### src/design/lasc_pkg.sv
// ----------------------------------------------------------------------------
// lasc_pkg
// Shared types and constants of the local alignment scorer: operation codes,
// traceback direction codes, scoring constants and sequencer states.
// ----------------------------------------------------------------------------
package lasc_pkg;

  localparam logic [1:0] OP_ROW = 2'd0;
  localparam logic [1:0] OP_COL = 2'd1;
  localparam logic [1:0] OP_RUN = 2'd2;

  localparam int SCORE_MATCH    = 2;
  localparam int SCORE_MISMATCH = -1;
  localparam int SCORE_GAP      = -2;

  localparam int MAX_RES = 64;

  typedef enum logic [1:0] {
    DIR_DIAG = 2'd0,
    DIR_UP   = 2'd1,
    DIR_LEFT = 2'd2,
    DIR_ZERO = 2'd3
  } dir_t;

  typedef enum logic [3:0] {
    ST_IDLE,
    ST_FILL_RD,
    ST_FILL_CALC,
    ST_TB_INIT,
    ST_TB_RD,
    ST_TB_STEP,
    ST_EMIT_RD,
    ST_EMIT_LOAD,
    ST_EMIT_WAIT
  } state_t;

endpackage

### src/design/lasc_cell.sv
// ----------------------------------------------------------------------------
// lasc_cell
// Shared cell unit: one Smith-Waterman cell with linear gap, floored at zero,
// and its traceback direction (diagonal, then up, then left on ties).
// ----------------------------------------------------------------------------
module lasc_cell
  import lasc_pkg::*;
#(
  parameter int SW = 8
) (
  input  logic [SW-1:0] diag,
  input  logic [SW-1:0] up,
  input  logic [SW-1:0] left,
  input  logic          eq,
  output logic [SW-1:0] val,
  output dir_t          dir
);

  localparam int CW = SW + 2;
  localparam logic signed [CW-1:0] K_MATCH    = CW'(SCORE_MATCH);
  localparam logic signed [CW-1:0] K_MISMATCH = CW'(SCORE_MISMATCH);
  localparam logic signed [CW-1:0] K_GAP      = CW'(SCORE_GAP);

  logic signed [CW-1:0] m;
  logic signed [CW-1:0] g1;
  logic signed [CW-1:0] g2;
  logic signed [CW-1:0] v;

  always_comb begin
    m  = signed'({2'b00, diag}) + (eq ? K_MATCH : K_MISMATCH);
    g1 = signed'({2'b00, up}) + K_GAP;
    g2 = signed'({2'b00, left}) + K_GAP;
    if (m > g1 && m > g2) begin
      v = m;
    end else if (g1 > g2) begin
      v = g1;
    end else begin
      v = g2;
    end
    if (v < 0) begin
      v = '0;
    end
    val = v[SW-1:0];
    priority if (v == 0) begin
      dir = DIR_ZERO;
    end else if (v == m) begin
      dir = DIR_DIAG;
    end else if (v == g1) begin
      dir = DIR_UP;
    end else begin
      dir = DIR_LEFT;
    end
  end

endmodule

### config.mk
export PLATFORM = sky130hd
export DESIGN_NAME = lasc_cell
export DESIGN_NICKNAME = d
export VERILOG_FILES = /design/src/design/lasc_pkg.sv /design/src/design/lasc_cell.sv
export SDC_FILE = /design/constraint.sdc
export NUM_CORES = 1
export LEC_CHECK = 0
export ABC_AREA = 1
export BUFFER_PORTS_ARGS = -buffer_cell sky130_fd_sc_hd__buf_2
export CELL_PAD_IN_SITES_DETAIL_PLACEMENT = 1
export CELL_PAD_IN_SITES_GLOBAL_PLACEMENT = 2
export CORE_MARGIN = 2
export CORE_UTILIZATION = 31
export DETAILED_ROUTE_END_ITERATION = 10
export PLACE_DENSITY = 0.9
export SYNTH_ARGS = -nofsm -noshare
export SYNTH_HDL_FRONTEND = slang
export SYNTH_SLANG_ARGS = --single-unit
### constraint.sdc
create_clock -name vclk -period 4.45
set_input_delay 0.2225 -clock vclk [all_inputs]
set_output_delay 0.2225 -clock vclk [all_outputs]
set_load 0.005 [all_outputs]
==> reports/metrics.cfg <==
[finish]
multiInputGateArea_sq_um = 2365
syn2layout_area_growth_pct = 36.05
num-fill-cells = 1010
final_area_sq_um = 3221
final_nets = 563
clkbuf_count = 0
drive_above_1_share_pct = 29.49
diodes = 0
seq_cell_count = 0
final_cell_mix = 133 x nand2_1, 73 x inv_1, 45 x nand3_1, 34 x buf_2, 32 x ha_1
mostFrequentLayoutCell = nand2_1
seqCellArea_sq_um = 0

[worst_setup_path]
criticalPathCategory = in -> out
required_ns = 4.23
crit_fanout = 7
critPathMaxStageDelay_ns = 0.29
worstPathArrival_ns = 4.10
crit_top_cell = nand2_1
cp-start-kind = primary input
end_kind = primary output
slowest_stage = ha_4

[floorplanning]
die_w_um = 91.39
core_sq_um = 7331
dieArea_sq_um = 8351
start_util_pct = 32.29
die_h_um = 91.39
pin_count = 35
rows = 31

[detailed_routing]
dr_wl_met3_um = 375
drt-met1-wl_mm = 4.338
vias = 3091
first_pass_iters = 4
ant_nets = 0
wl_per_cell_um = 16.98
first_iter_violations = 155
wl_met2_mm = 5.057
via_per_inst = 5.204
highest_layer = met4
route.detailed.drc = 0
wl_mm = 10.08

[global_route]
grt_antenna_before_repair = 0
grt_max_degree = 15
first_global_vias = 3082
grt_pass1_wl_mm = 14.71
grt.total_usage_pct = 21.17
grt_overflow_total = 0

[sta]
hold_viol = 0
setup-violations-final = 0
slew_headroom_pct = 65.95
fin_crit_ns = 4.326
post-route-period-util_pct = 97.21
fmax_mhz = 231.2
slew_violations = 0
tightest_slew_ns = 0.5091
fin_hold_ws_ns = 1.076

[synth]
synth_area_sq_um = 2367
synth.distinct_cells = 33
ys_seq_area_share_pct = 0
synth.avg_cell_area_sq_um = 5.480
yosys_warnings = 0
syn_inst = 432
synth_nets = 498

[placed_design]
place_congestion = 0.8744
dp_hpwl_mm = 7.580
port_buffers = 35
placed_area_sq_um = 2714

[clock_network]
ctsHoldBuffers = 0

[hold_path]
hold_path_class = in -> out

[run_status]
outcome = finished clean

[power_and_ir_drop]
power_leakage_nw = 1.823
power.density_nw_per_um2 = 255.6
ir_drop_mv = 0.07531

[run]
maxCapViolCount = 0

==> logic make-up after synthesis <==
| logic type | after synthesis | share of synthesized area (%) |
|---|---|---|
| xor gates and xnor gates | 14 | 5.179 |
| and+or+nand+nor | 274 | 53.75 |
| AOI/OAI and AO/OA | 22 | 5.180 |
| buffers and inverters | 81 | 14.22 |
| adders and majority gates | 41 | 21.67 |
==> cells in the mapped netlist <==
| cell type | count | area (sq um) |
|---|---|---|
| o31ai_1 | 1 | 7.510 |
| buf_12 | 1 | 20.02 |
| nand3_4 | 1 | 17.52 |
| nand2_2 | 8 | 50.05 |
| a21oi_2 | 1 | 8.760 |
| or2_1 | 1 | 6.260 |
| o21bai_1 | 1 | 7.510 |
| nor2_1 | 34 | 127.6 |
| nor4_1 | 1 | 6.260 |
| a31oi_1 | 1 | 6.260 |
| nand4_1 | 11 | 68.82 |
| nand4_2 | 1 | 12.51 |
| nand3_2 | 7 | 70.07 |
| inv_1 | 77 | 289.0 |
| nand3b_1 | 2 | 15.01 |
| ha_1 | 41 | 513.0 |
| nand3_1 | 50 | 250.2 |
| a21o_1 | 1 | 7.510 |
| nor3_2 | 1 | 10.01 |
| o21ai_1 | 3 | 15.01 |
| nor2_4 | 1 | 11.26 |
| buf_6 | 2 | 22.52 |
| xor2_1 | 10 | 87.58 |
| a21oi_1 | 11 | 55.05 |
| or3_1 | 1 | 6.260 |
| nor3_1 | 3 | 15.01 |
| clkinv_2 | 1 | 5.000 |
| nand2_4 | 4 | 45.04 |
| nand2_1 | 146 | 548.0 |
| and3_1 | 1 | 6.260 |
| o21ai_0 | 3 | 15.01 |
| nor2_2 | 1 | 6.260 |
| xnor2_1 | 4 | 35.03 |
==> critical path, delay by kind of cell <==
family / cells / cell delay [ns]
compound gates: 1 / 0.20
fa+ha+maj: 2 / 0.50
simple gates: 24 / 2.32
buf+inv: 6 / 0.83
==> final cells by class <==
type / instances / area share [%]
Tap cell: 99 / 3.846
Multi-Input combinational cell: 352 / 73.43
Timing Repair Buffer: 65 / 13.44
Inverter: 78 / 9.285
==> report_power, final <==
group	switching [mW]	internal (mW)
clock	0	0
combinational	0.508	0.315
sequential	0	0
total	0.508	0.315
==> worst paths after layout <==
| path | endpoint | startpoint | cells after the start | slack, ns |
|---|---|---|---|---|
| max | dir[0] | eq | 33 | 0.12 |
| min | dir[0] | up[0] | 9 | 1.08 |
==> per-layer routing <==
layer	vias up	global-route usage, %
met4	0	1.768
met3	28	0.08299
met5	-	0
li1	1507	-
met2	82	39.52
met1	1474	28.17
==> through the flow <==
| step | cells | total power [mW] | setup slack, ns | setup TNS (ns) | util (%) |
|---|---|---|---|---|---|
| detailed placement | 575 | 0.6647 | -0.1361 | -0.2659 | 37.02 |
| floorplan | 432 | 0.4656 | 0.8536 | 0 | - |
| global route | 594 | 0.9128 | -0.1434 | -0.2850 | 43.93 |
| finish | 594 | 0.8231 | 0.1242 | 0 | 43.93 |
| CTS | 579 | 0.6781 | 0.03108 | 0 | 37.91 |
| global placement | 575 | 0.6441 | 0.09668 | 0 | 37.02 |
==> timing repair <==
action,4_1_cts,5_1_grt
pin swaps,1,24
endpoints found under the setup margin,2,2
cloned,0,1
setup buffers,4,14
resized for setup,6,73
No activity file was read; power rests on OpenSTA's default activity.
